===== src/design/msor_pkg.sv =====
// Package with shared constants, codes and control types of the scan order reorderer
`timescale 1ns / 1ps

package msor_pkg;

  localparam int unsigned SIDE_LIMIT     = 8;
  localparam int unsigned MAX_SIDE_DEF   = 8;
  localparam int unsigned DATA_WIDTH_DEF = 16;

  localparam int unsigned VALUE_W    = 16;
  localparam int unsigned COORD_W    = 3;
  localparam int unsigned SIDE_W     = 4;
  localparam int unsigned MODE_W     = 2;
  localparam int unsigned CFG_IDX_W  = 1;
  localparam int unsigned CFG_DATA_W = 4;
  localparam int unsigned CNT_W      = $clog2(SIDE_LIMIT * SIDE_LIMIT + 1);

  typedef enum logic [CFG_IDX_W-1:0] {
    CFG_SIDE = 1'b0,
    CFG_MODE = 1'b1
  } cfg_idx_e;

  typedef enum logic [MODE_W-1:0] {
    SCAN_DIAG_RIGHT    = 2'd0,
    SCAN_DIAG_LEFT     = 2'd1,
    SCAN_SPIRAL_CENTER = 2'd2,
    SCAN_SPIRAL_CORNER = 2'd3
  } scan_mode_e;

  typedef struct packed {
    logic load;
    logic launch;
    logic step;
    logic last;
  } msor_cmd_t;

  typedef struct packed {
    logic             fill_done;
    logic [CNT_W-1:0] scan_total;
  } msor_status_t;

endpackage


===== src/design/msor_ctrl.sv =====
// Controller state machine: load phase and scan emission sequencing
`timescale 1ns / 1ps

module msor_ctrl import msor_pkg::*; (
  input  logic         clk_i,
  input  logic         rst_ni,
  input  logic         start_i,
  input  msor_status_t status_i,
  output msor_cmd_t    cmd_o,
  output logic         busy_o
);

  typedef enum logic [1:0] {
    ST_IDLE = 2'b01,
    ST_EMIT = 2'b10
  } state_e;

  state_e           state_q, state_d;
  logic [CNT_W-1:0] cnt_q, cnt_d;

  always_comb begin
    state_d = state_q;
    cnt_d   = cnt_q;
    cmd_o   = '0;
    unique case (state_q)
      ST_IDLE: begin
        if (start_i) begin
          cmd_o.load = 1'b1;
          if (status_i.fill_done) begin
            cmd_o.launch = 1'b1;
            cnt_d        = '0;
            state_d      = ST_EMIT;
          end
        end
      end
      ST_EMIT: begin
        cmd_o.step = 1'b1;
        cmd_o.last = (cnt_q == (status_i.scan_total - CNT_W'(1)));
        cnt_d      = cnt_q + CNT_W'(1);
        if (cmd_o.last) begin
          state_d = ST_IDLE;
        end
      end
      default: begin
        state_d = ST_IDLE;
      end
    endcase
  end

  always_ff @(posedge clk_i or negedge rst_ni) begin
    if (!rst_ni) begin
      state_q <= ST_IDLE;
      cnt_q   <= '0;
    end else begin
      state_q <= state_d;
      cnt_q   <= cnt_d;
    end
  end

  assign busy_o = (state_q == ST_EMIT);

endmodule


===== src/design/msor_dp.sv =====
// Datapath: configuration, element store, scan coordinate generator and result registers
`timescale 1ns / 1ps

module msor_dp import msor_pkg::*; #(
  parameter int unsigned MAX_SIDE   = MAX_SIDE_DEF,
  parameter int unsigned DATA_WIDTH = DATA_WIDTH_DEF
) (
  input  logic                  clk_i,
  input  logic                  rst_ni,
  input  logic                  cfg_we_i,
  input  logic [CFG_IDX_W-1:0]  cfg_idx_i,
  input  logic [CFG_DATA_W-1:0] cfg_wdata_i,
  input  logic [VALUE_W-1:0]    element_value_i,
  input  msor_cmd_t             cmd_i,
  output msor_status_t          status_o,
  output logic                  out_strobe_o,
  output logic [VALUE_W-1:0]    out_value_o,
  output logic [COORD_W-1:0]    out_row_o,
  output logic [COORD_W-1:0]    out_col_o,
  output logic                  is_last_o
);

  localparam int unsigned DEPTH   = MAX_SIDE * MAX_SIDE;
  localparam int unsigned AW      = (DEPTH > 1) ? $clog2(DEPTH) : 1;
  localparam int unsigned STORE_W = (DATA_WIDTH < VALUE_W) ? DATA_WIDTH : VALUE_W;

  typedef enum logic [1:0] {
    DIR_RIGHT = 2'd0,
    DIR_DOWN  = 2'd1,
    DIR_LEFT  = 2'd2,
    DIR_UP    = 2'd3
  } dir_e;

  logic [SIDE_W-1:0]      side_q;
  scan_mode_e             mode_q;
  logic [SIDE_W-1:0]      n_live;
  logic [2*SIDE_W-1:0]    live_sq;
  logic [CNT_W-1:0]       live_total;
  logic [CNT_W-1:0]       load_count_q;
  logic [CNT_W-1:0]       cnt_inc;
  logic                   fill_done;

  logic [STORE_W-1:0]     mem [DEPTH];
  logic [STORE_W-1:0]     rd_q;
  logic [AW-1:0]          raddr;
  logic [COORD_W+SIDE_W-1:0] addr_full;

  logic [SIDE_W-1:0]      n_q;
  scan_mode_e             smode_q;
  logic [2*SIDE_W-1:0]    scan_sq;

  logic [COORD_W-1:0]     r_q, r_d, c_q, c_d, sr_q, sr_d, sc_q, sc_d;
  logic [COORD_W-1:0]     top_q, top_d, bot_q, bot_d, lf_q, lf_d, rt_q, rt_d;
  dir_e                   dir_q, dir_d;
  logic [SIDE_W-1:0]      run_q, run_d, stp_q, stp_d, stp_inc;
  logic [COORD_W-1:0]     nm1, nm1_live, mid_live;

  logic                   strobe_q, last_q;
  logic [COORD_W-1:0]     row_q, col_q;

  always_ff @(posedge clk_i or negedge rst_ni) begin
    if (!rst_ni) begin
      side_q <= SIDE_W'(3);
      mode_q <= SCAN_DIAG_RIGHT;
    end else if (cfg_we_i) begin
      unique case (cfg_idx_e'(cfg_idx_i))
        CFG_SIDE: side_q <= cfg_wdata_i[SIDE_W-1:0];
        CFG_MODE: mode_q <= scan_mode_e'(cfg_wdata_i[MODE_W-1:0]);
        default:  side_q <= side_q;
      endcase
    end
  end

  always_comb begin
    priority if (side_q == '0) begin
      n_live = SIDE_W'(1);
    end else if (side_q > SIDE_W'(MAX_SIDE)) begin
      n_live = SIDE_W'(MAX_SIDE);
    end else begin
      n_live = side_q;
    end
  end

  assign live_sq    = n_live * n_live;
  assign live_total = CNT_W'(live_sq);
  assign cnt_inc    = load_count_q + CNT_W'(1);
  assign fill_done  = (cnt_inc >= live_total);

  assign scan_sq             = n_q * n_q;
  assign status_o.fill_done  = fill_done;
  assign status_o.scan_total = CNT_W'(scan_sq);

  always_ff @(posedge clk_i or negedge rst_ni) begin
    if (!rst_ni) begin
      load_count_q <= '0;
    end else if (cmd_i.load) begin
      load_count_q <= fill_done ? '0 : cnt_inc;
    end
  end

  // element store: one write port for loads, one registered read port for the scan
  assign addr_full = r_q * n_q + c_q;
  assign raddr     = addr_full[AW-1:0];

  always_ff @(posedge clk_i) begin
    if (cmd_i.load && (load_count_q < CNT_W'(DEPTH))) begin
      mem[load_count_q[AW-1:0]] <= element_value_i[STORE_W-1:0];
    end
    if (cmd_i.step) begin
      rd_q <= mem[raddr];
    end
  end

  always_ff @(posedge clk_i or negedge rst_ni) begin
    if (!rst_ni) begin
      n_q     <= SIDE_W'(1);
      smode_q <= SCAN_DIAG_RIGHT;
    end else if (cmd_i.launch) begin
      n_q     <= n_live;
      smode_q <= mode_q;
    end
  end

  assign nm1      = COORD_W'(n_q - SIDE_W'(1));
  assign nm1_live = COORD_W'(n_live - SIDE_W'(1));
  assign mid_live = nm1_live >> 1;
  assign stp_inc  = stp_q + SIDE_W'(1);

  always_comb begin
    r_d   = r_q;
    c_d   = c_q;
    sr_d  = sr_q;
    sc_d  = sc_q;
    top_d = top_q;
    bot_d = bot_q;
    lf_d  = lf_q;
    rt_d  = rt_q;
    dir_d = dir_q;
    run_d = run_q;
    stp_d = stp_q;
    if (cmd_i.launch) begin
      sr_d  = '0;
      top_d = '0;
      lf_d  = '0;
      bot_d = nm1_live;
      rt_d  = nm1_live;
      dir_d = DIR_RIGHT;
      run_d = SIDE_W'(1);
      stp_d = '0;
      unique case (mode_q)
        SCAN_DIAG_RIGHT: begin
          r_d  = '0;
          c_d  = nm1_live;
          sc_d = nm1_live;
        end
        SCAN_DIAG_LEFT: begin
          r_d  = '0;
          c_d  = '0;
          sc_d = '0;
        end
        SCAN_SPIRAL_CENTER: begin
          r_d = mid_live;
          c_d = mid_live;
        end
        SCAN_SPIRAL_CORNER: begin
          r_d = '0;
          c_d = '0;
        end
        default: begin
          r_d = '0;
          c_d = '0;
        end
      endcase
    end else if (cmd_i.step) begin
      unique case (smode_q)
        SCAN_DIAG_RIGHT: begin
          if ((r_q == nm1) || (c_q == nm1)) begin
            if (sc_q != '0) begin
              sr_d = '0;
              sc_d = sc_q - COORD_W'(1);
            end else begin
              sr_d = sr_q + COORD_W'(1);
              sc_d = '0;
            end
            r_d = sr_d;
            c_d = sc_d;
          end else begin
            r_d = r_q + COORD_W'(1);
            c_d = c_q + COORD_W'(1);
          end
        end
        SCAN_DIAG_LEFT: begin
          if ((r_q == nm1) || (c_q == '0)) begin
            if (sc_q != nm1) begin
              sr_d = '0;
              sc_d = sc_q + COORD_W'(1);
            end else begin
              sr_d = sr_q + COORD_W'(1);
              sc_d = nm1;
            end
            r_d = sr_d;
            c_d = sc_d;
          end else begin
            r_d = r_q + COORD_W'(1);
            c_d = c_q - COORD_W'(1);
          end
        end
        SCAN_SPIRAL_CENTER: begin
          unique case (dir_q)
            DIR_RIGHT: c_d = c_q + COORD_W'(1);
            DIR_DOWN:  r_d = r_q + COORD_W'(1);
            DIR_LEFT:  c_d = c_q - COORD_W'(1);
            DIR_UP:    r_d = r_q - COORD_W'(1);
            default:   c_d = c_q;
          endcase
          if (stp_inc == run_q) begin
            stp_d = '0;
            unique case (dir_q)
              DIR_RIGHT: dir_d = DIR_DOWN;
              DIR_DOWN: begin
                dir_d = DIR_LEFT;
                run_d = run_q + SIDE_W'(1);
              end
              DIR_LEFT:  dir_d = DIR_UP;
              DIR_UP: begin
                dir_d = DIR_RIGHT;
                run_d = run_q + SIDE_W'(1);
              end
              default:   dir_d = DIR_RIGHT;
            endcase
          end else begin
            stp_d = stp_inc;
          end
        end
        SCAN_SPIRAL_CORNER: begin
          unique case (dir_q)
            DIR_RIGHT: begin
              if (c_q < rt_q) begin
                c_d = c_q + COORD_W'(1);
              end else begin
                dir_d = DIR_DOWN;
                r_d   = r_q + COORD_W'(1);
                top_d = top_q + COORD_W'(1);
              end
            end
            DIR_DOWN: begin
              if (r_q < bot_q) begin
                r_d = r_q + COORD_W'(1);
              end else begin
                dir_d = DIR_LEFT;
                c_d   = c_q - COORD_W'(1);
                rt_d  = rt_q - COORD_W'(1);
              end
            end
            DIR_LEFT: begin
              if (c_q > lf_q) begin
                c_d = c_q - COORD_W'(1);
              end else begin
                dir_d = DIR_UP;
                r_d   = r_q - COORD_W'(1);
                bot_d = bot_q - COORD_W'(1);
              end
            end
            DIR_UP: begin
              if (r_q > top_q) begin
                r_d = r_q - COORD_W'(1);
              end else begin
                dir_d = DIR_RIGHT;
                c_d   = c_q + COORD_W'(1);
                lf_d  = lf_q + COORD_W'(1);
              end
            end
            default: dir_d = DIR_RIGHT;
          endcase
        end
        default: begin
          r_d = r_q;
        end
      endcase
    end
  end

  always_ff @(posedge clk_i) begin
    r_q   <= r_d;
    c_q   <= c_d;
    sr_q  <= sr_d;
    sc_q  <= sc_d;
    top_q <= top_d;
    bot_q <= bot_d;
    lf_q  <= lf_d;
    rt_q  <= rt_d;
    dir_q <= dir_d;
    run_q <= run_d;
    stp_q <= stp_d;
  end

  always_ff @(posedge clk_i or negedge rst_ni) begin
    if (!rst_ni) begin
      strobe_q <= 1'b0;
      last_q   <= 1'b0;
    end else begin
      strobe_q <= cmd_i.step;
      last_q   <= cmd_i.last;
    end
  end

  always_ff @(posedge clk_i) begin
    if (cmd_i.step) begin
      row_q <= r_q;
      col_q <= c_q;
    end
  end

  assign out_strobe_o = strobe_q;
  assign out_value_o  = VALUE_W'(rd_q);
  assign out_row_o    = row_q;
  assign out_col_o    = col_q;
  assign is_last_o    = last_q;

endmodule


===== src/design/matrix_scan_order_reorderer_top.sv =====
// Top level of the matrix scan order reorderer: controller and datapath
//
//  channel   direction  transfer when             payload
//  input     in         start && !busy            element_value_i
//  config    in         cfg_we_i                  cfg_idx_i, cfg_wdata_i
//  result    out        out_strobe_o (one cycle)  out_value_o, out_row_o, out_col_o, is_last_o
//
// Elements are taken one per cycle while busy is low; the side*side-th one starts the scan.
// The scan issues one store read per cycle while busy is high; results follow the final
// transfer through the emit state and the result registers, one per cycle, no gaps.
// The last result shows in the cycle busy falls. Results cannot be stalled.
// Reset sets side to 3, scan mode to right diagonals and the load count to zero;
// store contents are undefined until loaded.
`timescale 1ns / 1ps

module matrix_scan_order_reorderer_top import msor_pkg::*; #(
  parameter int unsigned MAX_SIDE   = MAX_SIDE_DEF,
  parameter int unsigned DATA_WIDTH = DATA_WIDTH_DEF
) (
  input  logic                  clk_i,
  input  logic                  rst_ni,
  input  logic                  start,
  output logic                  busy,
  input  logic [VALUE_W-1:0]    element_value_i,
  input  logic                  cfg_we_i,
  input  logic [CFG_IDX_W-1:0]  cfg_idx_i,
  input  logic [CFG_DATA_W-1:0] cfg_wdata_i,
  output logic                  out_strobe_o,
  output logic [VALUE_W-1:0]    out_value_o,
  output logic [COORD_W-1:0]    out_row_o,
  output logic [COORD_W-1:0]    out_col_o,
  output logic                  is_last_o
);

  msor_cmd_t    cmd;
  msor_status_t status;

  msor_ctrl u_ctrl (
    .clk_i    (clk_i),
    .rst_ni   (rst_ni),
    .start_i  (start),
    .status_i (status),
    .cmd_o    (cmd),
    .busy_o   (busy)
  );

  msor_dp #(
    .MAX_SIDE   (MAX_SIDE),
    .DATA_WIDTH (DATA_WIDTH)
  ) u_dp (
    .clk_i           (clk_i),
    .rst_ni          (rst_ni),
    .cfg_we_i        (cfg_we_i),
    .cfg_idx_i       (cfg_idx_i),
    .cfg_wdata_i     (cfg_wdata_i),
    .element_value_i (element_value_i),
    .cmd_i           (cmd),
    .status_o        (status),
    .out_strobe_o    (out_strobe_o),
    .out_value_o     (out_value_o),
    .out_row_o       (out_row_o),
    .out_col_o       (out_col_o),
    .is_last_o       (is_last_o)
  );

endmodule


===== config.mk =====
export PLATFORM = sky130hd
export DESIGN_NAME = matrix_scan_order_reorderer_top
export DESIGN_NICKNAME = d
export VERILOG_FILES = /design/src/design/msor_pkg.sv /design/src/design/msor_ctrl.sv /design/src/design/msor_dp.sv /design/src/design/matrix_scan_order_reorderer_top.sv
export SDC_FILE = /design/constraint.sdc
export NUM_CORES = 1
export LEC_CHECK = 0
export BUFFER_PORTS_ARGS = -buffer_cell sky130_fd_sc_hd__buf_2
export CELL_PAD_IN_SITES_DETAIL_PLACEMENT = 1
export CELL_PAD_IN_SITES_GLOBAL_PLACEMENT = 1
export CORE_MARGIN = 2
export CORE_UTILIZATION = 51
export CTS_BUF_LIST = sky130_fd_sc_hd__clkbuf_8 sky130_fd_sc_hd__clkbuf_16
export DETAILED_ROUTE_END_ITERATION = 10
export PLACE_DENSITY_LB_ADDON = 0.08
export SETUP_SLACK_MARGIN = 0.15
export SLEW_MARGIN = 20
export SYNTH_ARGS = -nofsm -noshare
export SYNTH_HDL_FRONTEND = slang
export SYNTH_SLANG_ARGS = --single-unit

===== constraint.sdc =====
create_clock -name clk_i -period 6.1 [get_ports clk_i]
set_clock_uncertainty 0.05 [all_clocks]
set_input_delay 0.305 -clock clk_i [delete_from_list [all_inputs] [get_ports clk_i]]
set_output_delay 0.305 -clock clk_i [all_outputs]
set_load 0.005 [all_outputs]

# ---- Yosys cells after proc, flatten, opt, wreduce, memory -nomap -nowiden
# Memories as Yosys holds them, arrays and structs flattened. A register that Yosys moved wholly into a read port is not among the register bits.
# Index checks and enable logic that the tools add are counted.
dict set report totals {
  reg_bits 70
  ram_bits 1024
  in_bits 25
  output_inout_bits 25
  elab_cells 203
  n_memories 1
}
# memory depth width read_ports rd_clocked_by_memory_dff write_ports line_no
set mem_list {}
lappend mem_list {u_dp.mem 64 16 1 1 1 msor_dp.sv:43} ;# logic [STORE_W-1:0] mem [DEPTH];
dict set report classes {
  n_addsub 19
  n_mul 3
  magnitude_cmp 7
  n_eq_ne 41
  muxes 72
  bitwise 3
  n_reduce_logical 35
}
# cell count
set ops {}
lappend ops {{3-bit two-way mux} 36}
lappend ops {{3-bit case mux with 4 select lines} 4}
lappend ops {{3-bit case mux with 2 select lines} 6}
lappend ops {{4-bit AND reduction} 6}
lappend ops {{2-bit two-way mux} 11}
lappend ops {{7-bit two-way mux} 3}
lappend ops {{3-bit by 1-bit subtractor with 3-bit output, second input constant} 7}
lappend ops {{3-bit by 1-bit adder with 3-bit output, second input constant} 6}
lappend ops {{4-bit by 3-bit inequality test with 1-bit output, second input constant} 4}
lappend ops {{4-bit inequality test, second input constant} 4}
lappend ops {{2-bit case mux with 4 select lines} 2}
lappend ops {{7-bit by 1-bit adder with 7-bit output, second input constant} 2}
lappend ops {{2-bit == test, second input constant} 7}
lappend ops {{4-bit by 4-bit multiplier with 7-bit output} 2}
lappend ops {{7-bit case mux with 2 select lines} 1}
lappend ops {{2-bit nonzero test} 7}
lappend ops {{4-bit two-way mux} 3}
lappend ops {{3-bit inequality test, second input constant} 4}
lappend ops {{6-bit AND reduction} 2}
lappend ops {{2-bit by 1-bit inequality test with 1-bit output, second input constant} 5}
lappend ops {{3-bit case mux with 3 select lines} 1}
lappend ops {{4-bit by 1-bit adder with 4-bit output, second input constant} 2}
lappend ops {{2-bit by 1-bit == test with 1-bit output, second input constant} 4}
lappend ops {{4-bit by 2-bit inequality test with 1-bit output, second input constant} 2}
lappend ops {{other kinds (30)} 49}

# ---- Logic depth before layout (Yosys ltp)
# Gate-level depths: netlist (run 1).
dict set report depth {
  depth_word 11
  ltp_mapped 17
  ltp_nobuf 15
}

# ---- By module
# From an unflattened synthesis (run 1), not the netlist that was laid out.
dict set report unflattened {
  hier_cells 2191
  area_unflattened_um2 45212.1
}
# mod instances cells_each area_per_inst_um2 seq_area_each_um2
set modules_own_cells {}
lappend modules_own_cells {msor_dp 1 2113 44551.5 32770.2}
lappend modules_own_cells {msor_ctrl 1 78 660.6 226.5}

# ---- Worst setup path after synthesis (run 1)
# No wires, ideal clock.
dict set report synth_path {
  path_kind {flip-flop to flip-flop}
  from {register u_dp.n_q[0]}
  to {register u_dp.rd_q[0], in the netlist u_dp.out_value_o[0] (read register of u_dp.mem), data pin}
  setup_time_ps 274
  t_arrival_ps 4267
  required_time_ps 5776
  path_slack_ps 1509
  stages_incl_launch_ff 15
  n_path_buf 5
  period_less_slack_ps 4591
  cell_sequence {dfstp_2 -> clkbuf_1 -> clkbuf_1 -> and2_1 -> fa_1 -> inv_1 -> fa_1 -> fa_1 -> buf_2 -> buf_4 -> clkbuf_1 -> mux4_2 -> mux4_2 -> a211oi_1 -> a21oi_1}
}
dict set report synth_between {
  elab_chain_len 2
}
# element line_no
set synth_rtl {}
lappend synth_rtl {{from (decl)} msor_dp.sv:48} ;# logic [SIDE_W-1:0] n_q;
lappend synth_rtl {{from (signal assigned)} msor_dp.sv:119} ;# n_q <= n_live;
lappend synth_rtl {{3-bit by 4-bit multiplier with 6-bit output} msor_dp.sv:102} ;# assign addr_full = r_q * n_q + c_q;
lappend synth_rtl {{6-bit by 3-bit adder with 6-bit output} msor_dp.sv:102}
lappend synth_rtl {{to (decl)} msor_dp.sv:44} ;# logic [STORE_W-1:0] rd_q;
# No other way between the ends.
# A chain may end at the register's enable or synchronous reset.

# ---- Worst setup path in the final report (run 1)
dict set report layout_path {
  from {register u_dp.n_q[2]}
  to {register u_dp.rd_q[12], in the netlist u_dp.out_value_o[12] (read register of u_dp.mem), data pin}
}
# The elaborated chain is that of the path after synthesis.

==> summary.txt, run 1 <==
Worst setup path
  • Crit. Startpoint: u_dp.n_q[2]
  • Crit path arrival time: 5.70 ns
  • R2R depth: 12
  • Worst path bufs/invs: 3
  • Reg2reg end: u_dp.out_value_o[12]
  • Largest delay contributor family on the critical path: adder cells
  • WP depth: 12
  • WP data required: 6.46 ns
  • RR Startpoint: u_dp.n_q[2]
  • Critical path's slowest cell: fa_4
  • R2R Setup Slk: 0.76 ns
  • Startpoint types: flop
  • CP peak stage delay: 1.25 ns
  • Worst-path cell chain: inv_1 -> nor2_1 -> fa_1 -> inv_1 -> fa_1 -> fa_4 -> buf_12 -> mux4_2 -> mux4_2 -> nor2b_1 -> a211oi_2 -> a21oi_1
  • WS Path Type: reg2reg
  • Critical Path Sink: u_dp.out_value_o[12]
  • CP Max Fanout: 37
  • Crit end category: flop

GRT
  • Largest net degree at the start of global routing: 65
  • Global Route Usage Sum: 25.8%
  • Vias in the first global route: 23300
  • Initial antenna violation count: 6
  • First-pass GRT wire length: 166 mm
  • GR Overflow Total: 0

Die
  • Die H: 302 um
  • Row cnt: 109
  • Initial core utilization: 51.3%
  • Die X: 302 um
  • CORE AREA: 88100 um^2
  • Total Die Area: 91100 um^2
  • I/O pin cnt: 50

Yosys
  • Post-synth EDFFs: 1061
  • Synthesized cell area: 45200 um^2
  • Register bit total from synthesis: 1110
  • Asr flop ratio synth: 2.70%
  • Synthesized area per cell: 20.8 um^2
  • Top-count cell post-synth: edfxtp_1
  • Sequential share of the synthesized area: 73.0%
  • Synth top area share: 70.5%
  • Dominant synthesized flop cell: edfxtp_1
  • Ys Warns: 0
  • Synth area leader: edfxtp_1
  • Syn Inst Count: 2178
  • Synth top area cells: edfxtp_1 70%, mux4_2 16%, ha_1 1.8%
  • Commonest cells in the netlist: 1061 x edfxtp_1, 320 x mux4_2, 116 x nor2_1
  • Distinct cells, synth: 78

Detailed routing
  • Via density: 6.18
  • DRT antenna net count: 0
  • Initial DRC Count: 1978
  • Drt total wl: 115 mm
  • Via count: 22300
  • DRC: 0
  • Per-cell routed wire length: 31.9 um
  • Iteration count of the initial detailed-routing pass: 5

Clock network
  • H-tree Lvls: 3
  • Post-cts gate resize count: 0
  • Post-CTS setup buffer count: 0
  • Num Clock Sinks: 1110
  • CTS root buffer: clkbuf_16
  • Clock-pin slew on the worst setup and hold paths: 0.06 ns
  • Worst-skew pair later-pin latency: 0.68 ns
  • Total CTS buffers: 112
  • CTS tree: yes
  • Max clock buf depth: 3

Run
  • Max-Cap Viols: 0

Timing
  • Max Slew Vio Count: 0
  • Final Hold Vio Count: 0
  • Tcrit/Tclk final: 87.6%
  • Max Clk Rate: 187 MHz
  • Final setup violating endpoints: 0
  • Final min period: 5.34 ns
  • Setup ws final: 0.759 ns
  • Fin Setup TNS: 0 ns
  • Tightest Pin Transition: 1.03 ns
  • Slew headroom: 31.3%
  • RSZ-0062 raised after global routing: no

Cells and area
  • P&R area growth vs syn: 13.3%
  • Number of nets in the layout: 2437
  • Layout cells sized above 1: 29.6%
  • Final Core Density: 58.2%

Placed design
  • GPL Wtd Cong: 0.806
  • Setup Slack @ Placement: 0.753 ns
  • Number of buffers added on ports: 49
  • Dpl hpwl: 67.4 mm

Power
  • Pleak: 0.0168 uW
  • Peak VDD IR: 0.000392 V
  • Pwr/cell area: 510 nW/um^2

Status
  • Status: finished clean

Hold path
  • Hold Crit Class: in2reg
final cells by class:
cell class	count	area (um^2)
clock buffers	119	2940
fillers	7501	36900
repair buffers	161	1320
inverters	44	165
diodes	1	2.50
flip-flops and latches	1110	33000
multi-input cells	913	11700
clock inverters	90	639
well taps	1165	1460
cells by family (layout without fill, tap and decap cells):
group | after synthesis | count (layout) | share of synthesized area, %
other cells | 1 | 3 | 0.00829
compound gates | 146 | 146 | 2.18
mux | 362 | 362 | 16.9
flops | 1110 | 1110 | 73.0
xor+xnor | 58 | 58 | 1.30
buf+inv | 156 | 414 | 1.69
simple gates | 275 | 275 | 2.93
fa+ha+maj | 70 | 70 | 2.02
power breakdown:
| part | leakage (uW) | total, uW | switching, uW | internal, uW |
|---|---|---|---|---|
| Sequential | 0.0101 | 9020 | 270 | 8750 |
| Clock | 0.00183 | 6690 | 2850 | 3830 |
| Combinational | 0.00489 | 10400 | 5520 | 4930 |
| Total | 0.0168 | 26200 | 8640 | 17500 |
metrics by stage:
step                      total power (uW)  instance area (um^2)  hold WS, ns  cells
final                                26200                 51200        0.107   3603
after global routing                 27200                 51200       0.0945   3602
after CTS                            26400                 51200       0.0782   3602
after detailed placement             19700                 47500        0.409   3384
after global placement               19500                 47500        0.387   3383
after floorplan                      16200                 45200      -0.0406   2179
placed cells by master (no fill, tap or decap), types with 19 or more instances in the layout:
cell type and count:
edfxtp_1 1061, mux4_2 320, clkbuf_16 116, buf_4 104, inv_1 64, ha_1 63
nor2_2 55, nor2_1 52, nand2_1 44, a21oi_1 43, buf_2 34, mux2i_1 33
clkinv_1 33, xnor2_1 29, nor2b_1 27, dfrtp_1 26, o21ai_0 23, xor2_1 21
clkinv_2 19, dfxtp_1 19
worst min-delay path by stage:
| stage | from | to | slack, ns | depth (start not counted) |
|---|---|---|---|---|
| floorplan | rst_ni | u_ctrl.cnt_q[0] | -0.04 | 0 |
| global placement | rst_ni | u_dp.is_last_o | 0.39 | 1 |
| detailed placement | rst_ni | u_dp.is_last_o | 0.41 | 1 |
| CTS | cfg_we_i | u_dp.side_q[2] | 0.08 | 3 |
| global route | cfg_we_i | u_dp.side_q[2] | 0.09 | 3 |
| finish | element_value_i[12] | u_dp.mem[8][12] | 0.11 | 1 |
state kept, by name (all words and copies together), names as in the netlist, 4 cells and up:
register           flops
u_ctrl.cnt_q           7
u_dp.load_count_q      7
u_dp.mem            1024
u_dp.n_q               4
u_dp.out_value_o      16
u_dp.run_q             4
u_dp.side_q            4
u_dp.stp_q             4
routing by layer:
layer | share of wire (%) | global-route usage, % | vias to the layer above
met5 | 0.011 | 0 | -
met4 | 3.1 | 7.86 | 2
met3 | 6.6 | 5.08 | 190
met2 | 49 | 41.3 | 761
met1 | 42 | 36.5 | 12000
li1 | - | - | 9286
timing repair:
action	in CTS	in global routing
setup endpoints to repair	0	0
endpoints found under the hold margin	32	0
hold buffers	9	0
(Power assumes the default switching activity.)
==> run 2, diff against run 1 <==
CTS_CLUSTER_DIAMETER = 200   (was unset)
SYNTH_HIERARCHICAL = 1   (was unset)
==> run 2 against run 1 <==
Power is 10% higher. Core utilization decreased by 0.075 points. Die area did not move. Cell count fell by 0.22%. Global-route usage about the same. Combinational power is 24% higher. Flip-flop and latch count unchanged. Synthesized cell count grew 0.60%. Critical path depth decreased by 2. Sequential share of layout area rose by 0.083 points. Sequential power up 2%. Critical path type unchanged.
==> summary.txt, run 2 <==
Worst setup path
  • Crit path arrival time: 5.63 ns (was 5.70 ns)
  • WP data required: 6.44 ns (was 6.46 ns)
  • CP most frequent cell: fa_1
  • WS Path Type: reg2reg (unchanged)
  • CP peak stage delay: 0.88 ns (was 1.25 ns)
  • Crit end category: flop (unchanged)
  • Critical path's slowest cell: a211oi_1 (was fa_4)
  • Startpoint types: flop (unchanged)
  • CP Max Fanout: 24 (was 37)
  • Worst-path cell chain: and2_1 -> fa_1 -> inv_1 -> fa_1 -> fa_4 -> xor2_4 -> buf_12 -> mux4_2 -> a211oi_1 -> a21oi_1 (was inv_1 -> nor2_1 -> fa_1 -> inv_1 -> fa_1 -> fa_4 -> buf_12 -> mux4_2 -> mux4_2 -> nor2b_1 -> a211oi_2 -> a21oi_1)

Power
  • Sequential power share: 31.9% (was 34.5%)
  • Psw: 10200 uW (was 8640 uW)
  • Pwr/cell area: 564 nW/um^2 (was 510 nW/um^2)
  • Clock power share: 23.5% (was 25.6%)
  • Pleak: 0.0167 uW (was 0.0168 uW)
  • Gate power share: 44.7% (was 39.9%)
  • Sw Ratio: 35.5% (was 33.0%)
  • Peak VDD IR: 0.000545 V (was 0.000392 V)
  • Cell Int Power: 18600 uW (was 17500 uW)

Yosys
  • Synthesized cell area: 45200 um^2 (unchanged)
  • Synth area leader: edfxtp_1 (unchanged)
  • Synth top area share: 70.5% (unchanged)
  • Register bit total from synthesis: 1110 (unchanged)
  • Sequential share of the synthesized area: 73.0% (unchanged)
  • Top-count cell post-synth: edfxtp_1 (unchanged)
  • Ys Warns: 6 (was 0)
  • Commonest cells in the netlist: 1061 x edfxtp_1, 320 x mux4_2, 119 x nor2_1 (was 1061 x edfxtp_1, 320 x mux4_2, 116 x nor2_1)
  • Distinct cells, synth: 73 (was 78)
  • Dominant synthesized flop cell: edfxtp_1 (unchanged)
  • Synth top area cells: edfxtp_1 70%, mux4_2 16%, ha_1 1.7% (was edfxtp_1 70%, mux4_2 16%, ha_1 1.8%)
  • Post-synth EDFFs: 1061 (unchanged)
  • Asr flop ratio synth: 2.70% (unchanged)
  • Syn Inst Count: 2191 (was 2178)
  • Synthesized area per cell: 20.6 um^2 (was 20.8 um^2)

Cells and area
  • Layout cells sized above 1: 28.2% (was 29.6%)
  • Most common library cell in the layout ignoring fill and taps: edfxtp_1 (unchanged)
  • Most frequent cells in the layout: 1061 x edfxtp_1, 320 x mux4_2, 114 x clkbuf_16 (was 1061 x edfxtp_1, 320 x mux4_2, 116 x clkbuf_16)
  • Fillers: 7488 (was 7501)
  • Number of nets in the layout: 2430 (was 2437)
  • P&R area growth vs syn: 13.2% (was 13.3%)
  • Max reg flops: 1024 (unchanged)

Clock network
  • Post-CTS setup buffer count: 0 (unchanged)
  • H-tree Lvls: 3 (unchanged)
  • Total CTS buffers: 113 (was 112)
  • CTS Hold Bufs: 10 (was 9)
  • Worst-skew pair later-pin latency: 0.69 ns (was 0.68 ns)
  • Post-cts gate resize count: 0 (unchanged)
  • CTS tree: yes (unchanged)
  • Num Clock Sinks: 1110 (unchanged)
  • CTS root buffer: clkbuf_16 (unchanged)
  • Clock-pin slew on the worst setup and hold paths: 0.07 ns (was 0.06 ns)
  • Max clock buf depth: 3 (unchanged)

Die
  • Initial core utilization: 51.3% (unchanged)
  • Die H: 302 um (unchanged)
  • Row cnt: 109 (unchanged)
  • Die X: 302 um (unchanged)
  • CORE AREA: 88100 um^2 (unchanged)
  • I/O pin cnt: 50 (unchanged)
  • Total Die Area: 91100 um^2 (unchanged)

Timing
  • Max Slew Vio Count: 0 (unchanged)
  • Max Clk Rate: 189 MHz (was 187 MHz)
  • Tightest Pin Transition: 1.13 ns (was 1.03 ns)
  • Final setup violating endpoints: 0 (unchanged)
  • Fin Setup TNS: 0 ns (unchanged)
  • Setup ws final: 0.809 ns (was 0.759 ns)
  • Final min period: 5.29 ns (was 5.34 ns)
  • Final Hold Vio Count: 0 (unchanged)
  • Slew headroom: 24.7% (was 31.3%)
  • Tcrit/Tclk final: 86.7% (was 87.6%)
  • RSZ-0062 raised after global routing: no (unchanged)

Detailed routing
  • Drt total wl: 114 mm (was 115 mm)
  • DRT antenna net count: 0 (unchanged)
  • DRC: 0 (unchanged)
  • Iteration count of the initial detailed-routing pass: 5 (unchanged)
  • Per-cell routed wire length: 31.8 um (was 31.9 um)
  • Via density: 6.19 (was 6.18)
  • Via count: 22300 (about the same)
  • Initial DRC Count: 1940 (was 1978)

GRT
  • Largest net degree at the start of global routing: 65 (unchanged)
  • Initial antenna violation count: 3 (was 6)
  • Vias in the first global route: 23500 (was 23300)
  • First-pass GRT wire length: 168 mm (was 166 mm)
  • Global Route Usage Sum: 25.9% (was 25.8%)
  • GR Overflow Total: 0 (unchanged)

Placed design
  • Setup Slack @ Placement: 0.890 ns (was 0.753 ns)
  • Dpl hpwl: 70.5 mm (was 67.4 mm)
  • Number of buffers added on ports: 49 (unchanged)
  • GPL Wtd Cong: 0.813 (was 0.806)

Hold path
  • Hold Crit Class: in2reg (unchanged)

Status
  • Status: finished clean (unchanged)

Run
  • Max-Cap Viols: 0 (unchanged)
-- run 2: routing by layer --
layer	up-vias	GRT usage (%)	wire, um	part of all wire [%]
met4	6	7.45	3020	2.6
met3	169	3.53	6000	5.2
met2	708	44.3	59100	52
met5	-	0	37	0.032
li1	9289	-	-	-
met1	12100	35.1	46200	40
-- run 2: layout make-up --
type	count	area, um^2	share of cell area, %
multi-input cells	923	11800	23.1
clock inverters	93	810	1.58
inverters	57	214	0.418
repair buffers	132	1030	2.01
flip-flops and latches	1110	33000	64.5
clock buffers	114	2850	5.57
diodes	1	2.50	0.00489
well taps	1165	1460	2.85
-- run 2: critical path, delay by kind of cell (launching register included) --
family | cells | cell delay, ns
xor+xnor | 1 | 0.69
compound gates | 2 | 0.96
mux | 1 | 0.58
flops | 1 | 0.71
fa+ha+maj | 3 | 1.36
simple gates | 1 | 0.21
buf+inv | 2 | 0.39
-- run 2: logic make-up (layout without fill, tap and decap cells) --
group           Yosys count  in the layout  share of synthesized area (%)
other cells               1              4                        0.00829
flops                  1110           1110                           73.0
mux                     368            368                           17.0
buf+inv                 160            396                           1.70
fa+ha+maj                68             68                           1.98
compound gates          148            148                           2.11
xor+xnor                 56             56                           1.23
simple gates            280            280                           2.95
-- run 2: per-stage QoR --
step                      utilization [%]  total power (uW)  cells  cell area, um^2  hold slack [ns]
after floorplan                         -             18000   2193            45200          -0.0406
after global placement               53.6             22200   3376            47200            0.394
after detailed placement             53.7             22400   3377            47300            0.405
after global routing                 58.1             30100   3594            51200            0.119
after CTS                            58.0             29200   3594            51100           0.0612
final                                58.1             28900   3595            51200           0.0997
-- run 2: power by group through the flow --
stage / clock [uW] / sequential, uW / combinational [uW]
6_report: 6780 / 9200 / 12900
5_1_grt: 7170 / 9250 / 13700
4_1_cts: 6920 / 9210 / 13000
3_5_place_dp: 0 / 9360 / 13000
3_3_place_gp: 0 / 9330 / 12800
2_1_floorplan: 0 / 9190 / 8810
-- run 2: path summary, 6_finish.rpt --
path / start / end / slack, ns / cells after the start
setup / recovery: u_dp/n_q[0] / u_dp/out_value_o[1] / 0.81 / 10
hold / removal: start / u_dp/load_count_q[1] / 0.1 / 5
setup reg to reg: u_dp/n_q[0] / u_dp/out_value_o[1] / 0.81 / 10
hold reg to reg: u_dp/sr_q[1] / u_dp/sr_q[1] / 0.43 / 2
max in group asynchronous: rst_ni / u_dp/load_count_q[4] / 5.26 / 2
min in group asynchronous: rst_ni / u_dp/n_q[1] / 0.20 / 2
